File: config.mk
export PLATFORM = sky130hd
export DESIGN_NAME = dga_domain_label_classifier_core
export DESIGN_NICKNAME = d
export VERILOG_FILES = /design/src/sv/dlc_pkg.sv /design/src/sv/dlc_cfg_regs.sv /design/src/sv/dlc_hist.sv /design/src/sv/dlc_eval.sv /design/src/sv/dga_domain_label_classifier_core.sv
export SDC_FILE = /design/constraint.sdc
export NUM_CORES = 2
export LEC_CHECK = 0
export BUFFER_PORTS_ARGS = -buffer_cell sky130_fd_sc_hd__buf_4
export CAP_MARGIN = 15
export CORE_MARGIN = 2
export CORE_UTILIZATION = 48
export DETAILED_ROUTE_END_ITERATION = 10
export PLACE_DENSITY = 0.66
export RECOVER_POWER = 25
export SKIP_CTS_REPAIR_TIMING = 1
export SLEW_MARGIN = 40
export SYNTH_ARGS = -nofsm -noshare
export SYNTH_HDL_FRONTEND = slang
export SYNTH_SLANG_ARGS = --single-unit
File: constraint.sdc
create_clock -name clk -period 11.4 [get_ports clk]
set_clock_uncertainty 0.05 [all_clocks]
set_input_delay 1.71 -clock clk [delete_from_list [all_inputs] [get_ports clk]]
set_output_delay 1.71 -clock clk [all_outputs]
set_load 0.02 [all_outputs]
File: src/sv/dlc_pkg.sv
// Shared types, constants and constant tables for the domain label classifier.
package dlc_pkg;

  localparam int MAX_LABEL   = 63;
  localparam int SYMBOL_BINS = 256;
  localparam int LEN_SAT     = MAX_LABEL + 1;

  localparam int BIN_W   = $clog2(SYMBOL_BINS);
  localparam int CNT_W   = $clog2(MAX_LABEL + 1);
  localparam int LEN_W   = $clog2(MAX_LABEL + 2);
  localparam int SUM_W   = $clog2(MAX_LABEL * CNT_W * 65536 + 1);
  localparam int DELTA_W = 16 + $clog2(CNT_W + 2);

  localparam int LONG_LIMIT_W   = 6;
  localparam int ENT_LIMIT_W    = 20;
  localparam int DIGIT_RATIO_W  = 4;
  localparam int MIN_LENGTH_W   = 6;
  localparam int CFG_INDEX_W    = 3;
  localparam int CFG_DATA_W     = 20;
  localparam int LABEL_W        = 7;
  localparam int LABEL_SAT      = 64;

  localparam int LGATE_W = (LEN_W > MIN_LENGTH_W) ? LEN_W : MIN_LENGTH_W;
  localparam int LSAT_W  = (LEN_W > LABEL_W) ? LEN_W : LABEL_W;
  localparam int DIG_W   = CNT_W + 4;
  localparam int LIM_W   = ENT_LIMIT_W + CNT_W;
  localparam int ENT_W   = (SUM_W > LIM_W) ? SUM_W : LIM_W;

  localparam int DIGIT_SCALE = 10;

  localparam logic [7:0] CHAR_DOT     = 8'h2E;
  localparam logic [7:0] CHAR_X       = 8'h78;
  localparam logic [7:0] CHAR_UPPER_A = 8'h41;
  localparam logic [7:0] CHAR_UPPER_Z = 8'h5A;
  localparam logic [7:0] CHAR_ZERO    = 8'h30;
  localparam logic [7:0] CHAR_NINE    = 8'h39;
  localparam logic [7:0] CASE_OFFSET  = 8'h20;
  localparam logic [7:0] BIN_MAX      = 8'hFF;

  typedef enum logic [2:0] {
    REASON_NONE     = 3'd0,
    REASON_LONG     = 3'd1,
    REASON_ENTROPY  = 3'd2,
    REASON_DIGITS   = 3'd3,
    REASON_NO_VOWEL = 3'd4
  } reason_t;

  typedef enum logic [CFG_INDEX_W-1:0] {
    CFG_LONG_LIMIT    = 3'd0,
    CFG_ENTROPY_LIMIT = 3'd1,
    CFG_DIGIT_RATIO   = 3'd2,
    CFG_DIGIT_MIN     = 3'd3,
    CFG_VOWEL_MIN     = 3'd4
  } cfg_reg_t;

  typedef struct packed {
    logic [LONG_LIMIT_W-1:0]  long_limit;
    logic [ENT_LIMIT_W-1:0]   entropy_limit;
    logic [DIGIT_RATIO_W-1:0] digit_ratio;
    logic [MIN_LENGTH_W-1:0]  digit_min;
    logic [MIN_LENGTH_W-1:0]  vowel_min;
  } cfg_t;

  typedef struct packed {
    logic [LEN_W-1:0] length;
    logic [CNT_W-1:0] n;
    logic [SUM_W-1:0] sum;
    logic [CNT_W-1:0] digits;
    logic             vowel;
  } snap_t;

  typedef logic [SUM_W-1:0]   nlogn_tab_t [2**CNT_W];
  typedef logic [DELTA_W-1:0] delta_tab_t [2**CNT_W];

  // log2 in unsigned Q16, fraction found by repeated squaring of a Q30 mantissa.
  function automatic logic [31:0] log2_q16(int unsigned x);
    int unsigned k;
    logic [63:0] y;
    logic [15:0] frac;
    k = 0;
    frac = '0;
    if (x == 0) begin
      return 32'd0;
    end
    for (int i = 1; i < 32; i++) begin
      if ((x >> i) != 0) begin
        k = i;
      end
    end
    y = 64'(x) << (30 - k);
    for (int i = 0; i < 16; i++) begin
      y = (y * y) >> 30;
      frac = frac << 1;
      if (y >= (64'd2 << 30)) begin
        frac[0] = 1'b1;
        y = y >> 1;
      end
    end
    return {k[15:0], frac};
  endfunction

  function automatic nlogn_tab_t build_nlogn();
    nlogn_tab_t t;
    for (int i = 0; i < 2**CNT_W; i++) begin
      t[i] = SUM_W'(64'(i) * 64'(log2_q16(i)));
    end
    return t;
  endfunction

  function automatic delta_tab_t build_delta();
    delta_tab_t t;
    for (int i = 0; i < 2**CNT_W; i++) begin
      t[i] = DELTA_W'(64'(i + 1) * 64'(log2_q16(i + 1)) - 64'(i) * 64'(log2_q16(i)));
    end
    return t;
  endfunction

  // Count times log2 of count, indexed by label length.
  localparam nlogn_tab_t NLOGN = build_nlogn();
  // Growth of f*log2(f) when a bin goes from f to f+1, indexed by f.
  localparam delta_tab_t FLOGF_DELTA = build_delta();

endpackage

File: src/sv/dlc_cfg_regs.sv
// Configuration register file for the domain label classifier.
module dlc_cfg_regs (
  input  logic                           clk,
  input  logic                           rst,
  input  logic                           cfg_valid,
  output logic                           cfg_ready,
  input  logic [dlc_pkg::CFG_INDEX_W-1:0] cfg_index,
  input  logic [dlc_pkg::CFG_DATA_W-1:0]  cfg_data,
  output dlc_pkg::cfg_t                  cfg
);
  import dlc_pkg::*;

  assign cfg_ready = 1'b1;

  always_ff @(posedge clk) begin
    if (rst) begin
      cfg.long_limit    <= LONG_LIMIT_W'(20);
      cfg.entropy_limit <= ENT_LIMIT_W'(249037);
      cfg.digit_ratio   <= DIGIT_RATIO_W'(3);
      cfg.digit_min     <= MIN_LENGTH_W'(5);
      cfg.vowel_min     <= MIN_LENGTH_W'(8);
    end else if (cfg_valid && cfg_ready) begin
      case (cfg_index)
        CFG_LONG_LIMIT:    cfg.long_limit    <= cfg_data[LONG_LIMIT_W-1:0];
        CFG_ENTROPY_LIMIT: cfg.entropy_limit <= cfg_data[ENT_LIMIT_W-1:0];
        CFG_DIGIT_RATIO:   cfg.digit_ratio   <= cfg_data[DIGIT_RATIO_W-1:0];
        CFG_DIGIT_MIN:     cfg.digit_min     <= cfg_data[MIN_LENGTH_W-1:0];
        CFG_VOWEL_MIN:     cfg.vowel_min     <= cfg_data[MIN_LENGTH_W-1:0];
        default: ;
      endcase
    end
  end

endmodule

File: src/sv/dlc_hist.sv
// Character intake, label histogram and running f*log2(f) sum.
module dlc_hist (
  input  logic           clk,
  input  logic           rst,
  input  logic           in_valid,
  output logic           in_stall,
  input  logic [15:0]    char_code,
  input  logic           has_char,
  input  logic           last,
  output logic           snap_valid,
  output dlc_pkg::snap_t snap,
  input  logic           snap_ready
);
  import dlc_pkg::*;

  logic [CNT_W-1:0] hist_mem [SYMBOL_BINS];
  logic [CNT_W-1:0] rdata;
  logic [SYMBOL_BINS-1:0] bin_valid;

  logic             a_vld;
  logic [BIN_W-1:0] a_bin;
  logic             a_has;
  logic             a_last;
  logic             a_dot;
  logic             a_digit;
  logic             a_vowel;

  logic             fwd_vld;
  logic [BIN_W-1:0] fwd_bin;
  logic [CNT_W-1:0] fwd_val;

  logic             dot_seen;
  logic [LEN_W-1:0] length;
  logic [CNT_W-1:0] digits;
  logic             vowel_found;
  logic [SUM_W-1:0] flogf_sum;

  logic             dot_seen_next;
  logic [LEN_W-1:0] length_next;
  logic [CNT_W-1:0] digits_next;
  logic             vowel_found_next;
  logic [SUM_W-1:0] flogf_sum_next;

  logic             front_en;
  logic [7:0]       raw_bin;
  logic [BIN_W-1:0] in_bin;
  logic             take;
  logic             at_cap;
  logic             count_en;
  logic [CNT_W-1:0] old_count;
  logic [CNT_W-1:0] new_count;

  always_comb begin
    if (char_code > 16'(BIN_MAX)) begin
      raw_bin = CHAR_X;
    end else begin
      raw_bin = char_code[7:0];
    end
    if (raw_bin inside {[CHAR_UPPER_A:CHAR_UPPER_Z]}) begin
      in_bin = BIN_W'(raw_bin + CASE_OFFSET);
    end else begin
      in_bin = BIN_W'(raw_bin);
    end
  end

  assign front_en   = !(a_vld && a_last) || snap_ready;
  assign in_stall   = !front_en;
  assign snap_valid = a_vld && a_last;

  always_comb begin
    take      = a_vld && a_has && !dot_seen && !a_dot;
    at_cap    = length >= LEN_W'(MAX_LABEL);
    count_en  = take && !at_cap;
    if (fwd_vld && (fwd_bin == a_bin)) begin
      old_count = fwd_val;
    end else if (bin_valid[a_bin]) begin
      old_count = rdata;
    end else begin
      old_count = '0;
    end
    new_count = old_count + CNT_W'(1);

    dot_seen_next    = dot_seen || (a_vld && a_has && a_dot);
    length_next      = (take && (length < LEN_W'(LEN_SAT))) ? length + LEN_W'(1) : length;
    digits_next      = digits + CNT_W'(count_en && a_digit);
    vowel_found_next = vowel_found || (count_en && a_vowel);
    flogf_sum_next   = count_en ? flogf_sum + SUM_W'(FLOGF_DELTA[old_count]) : flogf_sum;

    snap.length = length_next;
    snap.n      = (length_next >= LEN_W'(MAX_LABEL)) ? CNT_W'(MAX_LABEL)
                                                      : length_next[CNT_W-1:0];
    snap.sum    = flogf_sum_next;
    snap.digits = digits_next;
    snap.vowel  = vowel_found_next;
  end

  always_ff @(posedge clk) begin
    if (rst) begin
      a_vld       <= 1'b0;
      fwd_vld     <= 1'b0;
      dot_seen    <= 1'b0;
      length      <= '0;
      digits      <= '0;
      vowel_found <= 1'b0;
      flogf_sum   <= '0;
      bin_valid   <= '0;
    end else if (front_en) begin
      a_vld   <= in_valid;
      fwd_vld <= count_en && !a_last;
      if (a_vld && a_last) begin
        dot_seen    <= 1'b0;
        length      <= '0;
        digits      <= '0;
        vowel_found <= 1'b0;
        flogf_sum   <= '0;
        bin_valid   <= '0;
      end else begin
        dot_seen    <= dot_seen_next;
        length      <= length_next;
        digits      <= digits_next;
        vowel_found <= vowel_found_next;
        flogf_sum   <= flogf_sum_next;
        if (count_en) begin
          bin_valid[a_bin] <= 1'b1;
        end
      end
    end
  end

  always_ff @(posedge clk) begin
    if (front_en) begin
      a_bin   <= in_bin;
      a_has   <= has_char;
      a_last  <= last;
      a_dot   <= char_code == 16'(CHAR_DOT);
      a_digit <= char_code inside {[16'(CHAR_ZERO):16'(CHAR_NINE)]};
      a_vowel <= char_code inside {16'h61, 16'h65, 16'h69, 16'h6F, 16'h75,
                                   16'h41, 16'h45, 16'h49, 16'h4F, 16'h55};
      fwd_bin <= a_bin;
      fwd_val <= new_count;
    end
  end

  always_ff @(posedge clk) begin
    if (front_en) begin
      rdata <= hist_mem[in_bin];
      if (count_en) begin
        hist_mem[a_bin] <= new_count;
      end
    end
  end

endmodule

File: src/sv/dlc_eval.sv
// Label tests, reason priority and the result register.
module dlc_eval (
  input  logic                         clk,
  input  logic                         rst,
  input  dlc_pkg::cfg_t                cfg,
  input  logic                         snap_valid,
  input  dlc_pkg::snap_t               snap,
  output logic                         snap_ready,
  output logic                         out_valid,
  input  logic                         out_stall,
  output logic                         suspicious,
  output logic [2:0]                   reason,
  output logic [dlc_pkg::LABEL_W-1:0]  label_length
);
  import dlc_pkg::*;

  logic  s_vld;
  snap_t s;

  logic               e_vld;
  logic               e_long;
  logic               e_digit;
  logic               e_vowel;
  logic [SUM_W-1:0]   e_hn;
  logic [LIM_W-1:0]   e_lim;
  logic [LABEL_W-1:0] e_len;

  logic               out_en;
  logic               e_en;
  logic               long_hit;
  logic               digit_hit;
  logic               vowel_hit;
  logic [SUM_W-1:0]   hn;
  logic [LIM_W-1:0]   lim;
  logic [DIG_W-1:0]   dig_lhs;
  logic [DIG_W-1:0]   dig_rhs;
  logic [LSAT_W-1:0]  len_ext;
  logic [LABEL_W-1:0] len_sat;
  logic               ent_hit;
  reason_t            reason_next;
  reason_t            out_reason;

  assign out_en     = !out_valid || !out_stall;
  assign e_en       = !e_vld || out_en;
  assign snap_ready = !s_vld || e_en;

  always_comb begin
    long_hit  = LGATE_W'(s.length) > LGATE_W'(cfg.long_limit);
    dig_lhs   = DIG_W'(s.digits) * DIG_W'(DIGIT_SCALE);
    dig_rhs   = DIG_W'(s.n) * DIG_W'(cfg.digit_ratio);
    digit_hit = (LGATE_W'(s.length) > LGATE_W'(cfg.digit_min)) && (dig_lhs > dig_rhs);
    vowel_hit = (LGATE_W'(s.length) > LGATE_W'(cfg.vowel_min)) && !s.vowel;
    hn        = NLOGN[s.n] - s.sum;
    lim       = LIM_W'(cfg.entropy_limit) * LIM_W'(s.n);
    len_ext   = LSAT_W'(s.length);
    len_sat   = (len_ext > LSAT_W'(LABEL_SAT)) ? LABEL_W'(LABEL_SAT) : LABEL_W'(len_ext);
  end

  always_comb begin
    ent_hit = ENT_W'(e_hn) > ENT_W'(e_lim);
    if (e_long) begin
      reason_next = REASON_LONG;
    end else if (ent_hit) begin
      reason_next = REASON_ENTROPY;
    end else if (e_digit) begin
      reason_next = REASON_DIGITS;
    end else if (e_vowel) begin
      reason_next = REASON_NO_VOWEL;
    end else begin
      reason_next = REASON_NONE;
    end
  end

  always_ff @(posedge clk) begin
    if (rst) begin
      s_vld     <= 1'b0;
      e_vld     <= 1'b0;
      out_valid <= 1'b0;
    end else begin
      if (snap_ready) begin
        s_vld <= snap_valid;
      end
      if (e_en) begin
        e_vld <= s_vld;
      end
      if (out_en) begin
        out_valid <= e_vld;
      end
    end
  end

  always_ff @(posedge clk) begin
    if (snap_ready) begin
      s <= snap;
    end
    if (e_en) begin
      e_long  <= long_hit;
      e_digit <= digit_hit;
      e_vowel <= vowel_hit;
      e_hn    <= hn;
      e_lim   <= lim;
      e_len   <= len_sat;
    end
    if (out_en) begin
      out_reason   <= reason_next;
      suspicious   <= reason_next != REASON_NONE;
      label_length <= e_len;
    end
  end

  assign reason = out_reason;

endmodule

File: src/sv/dga_domain_label_classifier_core.sv
// Top level of the domain label classifier.
//
//   Channel   Signals                                   Direction  Handshake
//   input     char_code, has_char, last                 in         in_valid / in_stall
//   result    suspicious, reason, label_length          out        out_valid / out_stall
//   config    cfg_index, cfg_data                       in         cfg_valid / cfg_ready
//
// One character is accepted every cycle while in_stall is low; the histogram read-modify-write on the
// bin memory is the recurrence, with the previous cycle's write forwarded.
// After its last item is accepted, a result passes the snapshot, test evaluation and
// result registers behind the intake register before it is valid.
// Reset clears the per-domain state and all bin valid bits at once; no sweep.
// Input stalls only when a last item is held, the whole result path is full and the result is stalled.
module dga_domain_label_classifier_core (
  input  logic                            clk,
  input  logic                            rst,
  input  logic                            in_valid,
  output logic                            in_stall,
  input  logic [15:0]                     char_code,
  input  logic                            has_char,
  input  logic                            last,
  output logic                            out_valid,
  input  logic                            out_stall,
  output logic                            suspicious,
  output logic [2:0]                      reason,
  output logic [dlc_pkg::LABEL_W-1:0]     label_length,
  input  logic                            cfg_valid,
  output logic                            cfg_ready,
  input  logic [dlc_pkg::CFG_INDEX_W-1:0] cfg_index,
  input  logic [dlc_pkg::CFG_DATA_W-1:0]  cfg_data
);
  import dlc_pkg::*;

  cfg_t  cfg;
  logic  snap_valid;
  logic  snap_ready;
  snap_t snap;

  dlc_cfg_regs u_cfg_regs (
    .clk       (clk),
    .rst       (rst),
    .cfg_valid (cfg_valid),
    .cfg_ready (cfg_ready),
    .cfg_index (cfg_index),
    .cfg_data  (cfg_data),
    .cfg       (cfg)
  );

  dlc_hist u_hist (
    .clk        (clk),
    .rst        (rst),
    .in_valid   (in_valid),
    .in_stall   (in_stall),
    .char_code  (char_code),
    .has_char   (has_char),
    .last       (last),
    .snap_valid (snap_valid),
    .snap       (snap),
    .snap_ready (snap_ready)
  );

  dlc_eval u_eval (
    .clk          (clk),
    .rst          (rst),
    .cfg          (cfg),
    .snap_valid   (snap_valid),
    .snap         (snap),
    .snap_ready   (snap_ready),
    .out_valid    (out_valid),
    .out_stall    (out_stall),
    .suspicious   (suspicious),
    .reason       (reason),
    .label_length (label_length)
  );

endmodule

=== After elaboration in Yosys (flattened, before gate mapping) ===
Memories as Yosys holds them, arrays and structs flattened. A register that Yosys moved wholly into a read port is not among the register bits.
Cells that the tools add are included.
W data, S select, Z words.

* Memories: 3
* Bits of input ports: 46
* Memory bits (read-only): 2816
* RAM bits: 1536
* Bits in registers: 487
* Output and inout port bits: 14
* Word-level logic and storage cells: 158

* Bitwise operators: 3
* Order comparisons: 18
* Muxes and demuxes: 28
* Reductions and logical operators: 43
* $mul: 3
* Equality and inequality tests: 16
* Add/subtract/negate cells: 6

{| class="wikitable"
|+ Memories
! memory !! words !! width !! read ports !! clocked after Yosys merged registers in !! wr ports !! RTL line !! RTL
|-
| (name not given) || 64 || 25 || 1 || 0 || 0 || dlc_eval.sv:53 || <nowiki>hn = NLOGN[s.n] - s.sum;</nowiki>
|-
| u_hist.hist_mem || 256 || 6 || 1 || 1 || 1 || dlc_hist.sv:16 || <nowiki>logic [CNT_W-1:0] hist_mem [SYMBOL_BINS];</nowiki>
|-
| (name not given) || 64 || 19 || 1 || 0 || 0 || dlc_hist.sv:87 || <nowiki>flogf_sum_next = count_en ? flogf_sum + SUM_W'(FLOGF_DELTA[old_count]) : flogf_sum;</nowiki>
|}

{| class="wikitable"
|+ Operators by type and width
! kind !! count
|-
| $mux W256 || 2
|-
| $or A256 B256 Y256 || 1
|-
| $eq A16 B7 Y1 const B || 10
|-
| $mux W25 || 4
|-
| $mux W19 || 2
|-
| $gt A25 B26 Y1 || 1
|-
| $mul A20 B6 Y26 || 1
|-
| $add A25 B19 Y25 || 1
|-
| $sub A25 B25 Y25 || 1
|-
| $gt A7 B6 Y1 || 3
|-
| $mux W6 || 3
|-
| $eq A16 B6 Y1 const B || 1
|-
| $ge A16 B6 Y1 const B || 1
|-
| $gt A16 B8 Y1 const B || 1
|-
| $le A16 B6 Y1 const B || 1
|-
| $logic_and A1 B1 Y1 || 16
|-
| $mux W8 || 2
|-
| $ge A7 B6 Y1 const B || 2
|-
| $ge A7 B7 Y1 const B || 2
|-
| $mux W7 || 2
|-
| $not A6 Y7 || 2
|-
| $mux W3 || 4
|-
| $reduce_and A2 Y1 || 6
|-
| $logic_not A1 Y1 || 11
|-
| other kinds (25) || 37
|}

=== Longest topological paths before layout ===
* Depth after elaboration: 11
* Mapped depth: 32
* Depth with buffers taken out: 26

=== Hierarchy ===
Synthesis repeated with hierarchy kept, for this count alone.

* Cell total of the unflattened synthesis: 6963
* Area, all modules: 90091.4 um^2

{| class="wikitable"
|+ Modules (own cells, without submodules)
! module !! times used !! area an instance (um^2) !! sequential area each (um^2) !! cells an instance
|-
| dlc_hist || 1 || 75379.8 || 53080.9 || 5346
|-
| dlc_eval || 1 || 12995.0 || 3573.4 || 1447
|-
| dlc_cfg_regs || 1 || 1716.6 || 840.8 || 170
|}

=== Worst setup path before layout ===
No wires, ideal clock.

* Kind: reg-to-reg
* Start: reg u_hist.a_bin[0]
* End: reg u_hist.fwd_val[3] (data pin)
* Setup slack: -0.751 ns
* Data arrival time: 10.449 ns
* Stages on the path, launching flop included: 15
* Path through: edfxtp_1 > buf_6 > buf_4 > mux4_2 > a221oi_2 > o32ai_1 > o41ai_2 > a21oi_2 > a21o_1 > buf_6 > buf_6 > buf_2 > ha_1 > and2_1 > xnor2_1

* Cells in the longest elaborated chain, start to end: 5
* Elaborated cells on any way between the ends: 7

{| class="wikitable"
|+ Ends and longest elaborated chain
! element !! RTL line !! RTL
|-
| start: declaration || dlc_hist.sv:21 || <nowiki>logic [BIN_W-1:0] a_bin;</nowiki>
|-
| start signal: assignment || dlc_hist.sv:132 || <nowiki>a_bin <= in_bin;</nowiki>
|-
| $bmux W1 S8 || dlc_hist.sv:76 || <nowiki>end else if (bin_valid[a_bin]) begin</nowiki>
|-
| $mux W1 (implied by the code) || dlc_hist.sv:76 ||
|-
| $mux W6 || dlc_hist.sv:76 ||
|-
| $mux W6 (*) || dlc_hist.sv:74 || <nowiki>if (fwd_vld && (fwd_bin == a_bin)) begin</nowiki>
|-
| $add A6 B1 Y6 (*) || dlc_hist.sv:81 || <nowiki>new_count = old_count + CNT_W'(1);</nowiki>
|-
| via u_hist.new_count[3] || dlc_hist.sv:51 || <nowiki>logic [CNT_W-1:0] new_count;</nowiki>
|-
| end signal: assignment || dlc_hist.sv:140 || <nowiki>fwd_val <= new_count;</nowiki>
|-
| end: declaration || dlc_hist.sv:30 || <nowiki>logic [CNT_W-1:0] fwd_val;</nowiki>
|}

Mark *: on every way through the listed nets, which the timed path passes. The rest lies on a longest branch. The select of a mux whose other input is x is not followed.
A chain may end at the register's enable or synchronous reset.

==> metrics <==
drt wl/cell 25.9 um; Logic pwr share 4.7%; final worst slack 2.57 ns; Pre-antenna DRT Iters 7; CP Max Fanout 137; largest net degree at the start of global routing 175; main area contributors after synthesis edfxtp_1 55%, dfxtp_1 7.5%, a21oi_1 4.6%; sw frac 22.2%; Final Net Count 7,692; Final Power 15.4 mW; Gate Count Post-Synth 7,518; Placement Rows 160; DRC violations left 0; initial antenna violation count 12; internal power 12.0 mW; Placer Congestion 0.879; CP required 12.04 ns; share of cells above drive strength 1 9.92%; Critical Path AT 9.47 ns; Worst slew margin -241%; Leak 35.1 nW; Post-synth EDFFs 1,686; Initial DRC Count 7,848; pwr/cell area 152 nW/um^2; Yosys reg bits 2,029; clock root buffer clkbuf_16; final-report max-slew violation count 593; Synth async-reset ratio 0%; P&R area growth vs syn 10.5%; Avg Synthesized Cell Area 12.2 sq um; Skew-Pair Late Insertion Delay 0.88 ns; CTS Buf Count 203; Core ar. 190,000 sq um; htree depth 4; CTS sink cnt 2,029; failing checks max-capacitance violations, max-slew violations; Crit. End Element flop; hpwl dp 154 mm; Main synth FF type edfxtp_1; # Max-Cap Violations 17; IO Port Bufs 58; status finished with violations; most frequent cells in the layout 1,686 x edfxtp_1, 952 x nor2_1, 834 x a21oi_1; f_max 113 MHz; syn_nets 7,826; worst hold path class flop to flop; num ports 60; GRT Overall Usage 26.5%; number of global-route vias before repair 61.1k; Final period util 77.5%; full die area 194,000 sq um; die height 441 um; vias per inst 6.25; final wirelength 260 mm; Reg clk slew, reported paths 0.06 ns; unrepaired setup endpoints after global routing no; Seq/Total Area, Yosys 62.8%; post-synth cell types 96; Worst Tran Pin Value 5.12 ns; CP Launch Type input port; most common cell after layout, fill and taps aside edfxtp_1; Synth area leader edfxtp_1; DR vias 63.0k; Post-Synthesis Cell Area 91,500 sq um; setup_tns 0 ns; Initial Utilization 48.2%; Die W 441 um; Psw 3.42 mW; CTS tree done; CTS Buffer Depth 3; Warnings, synthesis 0; final setup violation count 0; GR Overflow Total 0; Filler cells 16.0k; peak supply drop 168 uV; first-pass GRT wire length 389 mm; Antenna Nets Post-Route 0; Synth top area share 55.3%; clock period minus worst slack 8.83 ns; final hold violations 0; Sequential Power Share 52.3%; CP Class input port to flop; Post-Place Setup Slack 3.11 ns; clock power share 43.0%
-- synth_stat cells (68+ instances only) --
cell type and count:
a22oi_1 118, nand2_1 512, ha_1 178, a21oi_1 835
nand3_1 129, nor2_1 975, a221oi_1 86, fa_1 84
mux2_2 107, a211oi_1 68, o21ai_0 310, edfxtp_1 1686
nor3_1 73, inv_1 211, mux2i_1 299, buf_1 86
dfxtp_1 343, clkbuf_1 384
-- final cells by class --
| class | instances | area [sq um] | area share [%] |
|---|---|---|---|
| tap | 2511 | 3140 | 3.11 |
| timing repair buffer | 193 | 1580 | 1.56 |
| sequential | 2029 | 57500 | 56.8 |
| antenna | 4 | 10.0 | 0.00989 |
| clock buffer | 253 | 5390 | 5.33 |
| clock inverter | 128 | 1240 | 1.23 |
| multi-input combinational | 4735 | 31500 | 31.1 |
| inverter | 222 | 860 | 0.850 |
-- kinds of logic (layout without fill, tap and decap cells) --
| family | Yosys count | after routing | synth area share (%) |
|---|---|---|---|
| multiplexers | 467 | 467 | 6.09 |
| buffers and inverters | 754 | 796 | 3.28 |
| adder cells (fa/ha/maj) | 262 | 262 | 4.27 |
| flip-flops | 2029 | 2029 | 62.8 |
| AND/OR/NAND/NOR | 1972 | 1972 | 9.24 |
| AO/OA/AOI/OAI | 1938 | 1938 | 13.4 |
| other | 1 | 5 | 0.00410 |
| XOR/XNOR | 95 | 95 | 0.909 |
-- path summary, 6_finish.rpt --
| check | to | slack [ns] | startpoint | depth (start not counted) |
|---|---|---|---|---|
| setup / recovery | u_hist.bin_valid[84] | 2.57 | rst | 6 |
| hold / removal | u_eval.label_length[5] | 0.37 | u_eval.e_len[5] | 0 |
| setup reg to reg | u_eval.s[26] | 2.65 | u_hist.a_bin[5] | 24 |
| hold reg to reg | u_eval.label_length[5] | 0.37 | u_eval.e_len[5] | 0 |
-- registers in the layout, summed over array words and instances (netlist names), 3 cells and up --
register and cells:
u_hist.bin_valid 256, u_eval.e_lim 26, u_hist.digits 6, u_hist.hist_mem 1536
u_eval.s 38, u_eval.len_ext 7, u_eval.reason 3, u_hist.a_bin 8
u_hist.rdata 6, u_hist.fwd_bin 8, u_hist.length 7, u_hist.fwd_val 6
u_eval.e_len 7, u_hist.flogf_sum 25, u_eval.label_length 7, u_eval.e_hn 25
u_cfg_regs.cfg 42
-- power groups by stage --
stage | Clock (mW) | Combinational [mW] | Sequential [mW]
after floorplan | 0 | 0.474 | 8.24
after global placement | 0 | 0.700 | 8.23
after detailed placement | 0 | 0.718 | 8.23
after CTS | 6.70 | 0.721 | 8.07
after global routing | 6.98 | 0.786 | 8.07
final | 6.63 | 0.724 | 8.07
-- critical path, stage by stage --
cell	delay, ns
clkbuf_1	2.59
inv_1	0.50
o21ai_0	0.42
clkbuf_1	3.62
buf_16	0.34
nor2_1	0.11
-- per-layer routing --
layer | up-vias | share of wire, % | wire, um | GRT usage, %
li1 | 27875 | - | - | -
met1 | 31308 | 40 | 105000 | 36.6
met2 | 3263 | 46 | 120000 | 41.9
met3 | 542 | 9.8 | 25600 | 4.59
met4 | 4 | 3.9 | 10100 | 9.89
met5 | - | 0.010 | 26 | 0
-- stage by stage --
step	utilization, %	hold WS (ns)	cell area [sq um]	instances
2_1_floorplan	-	0.350	91600	7518
3_3_place_gp	49.7	0.360	94300	9681
3_5_place_dp	49.9	0.355	94600	9684
4_1_cts	53.4	0.368	101000	10065
5_1_grt	53.3	0.382	101000	10073
6_report	53.3	0.368	101000	10075
Note: power is estimated with default switching activity, not from simulation.
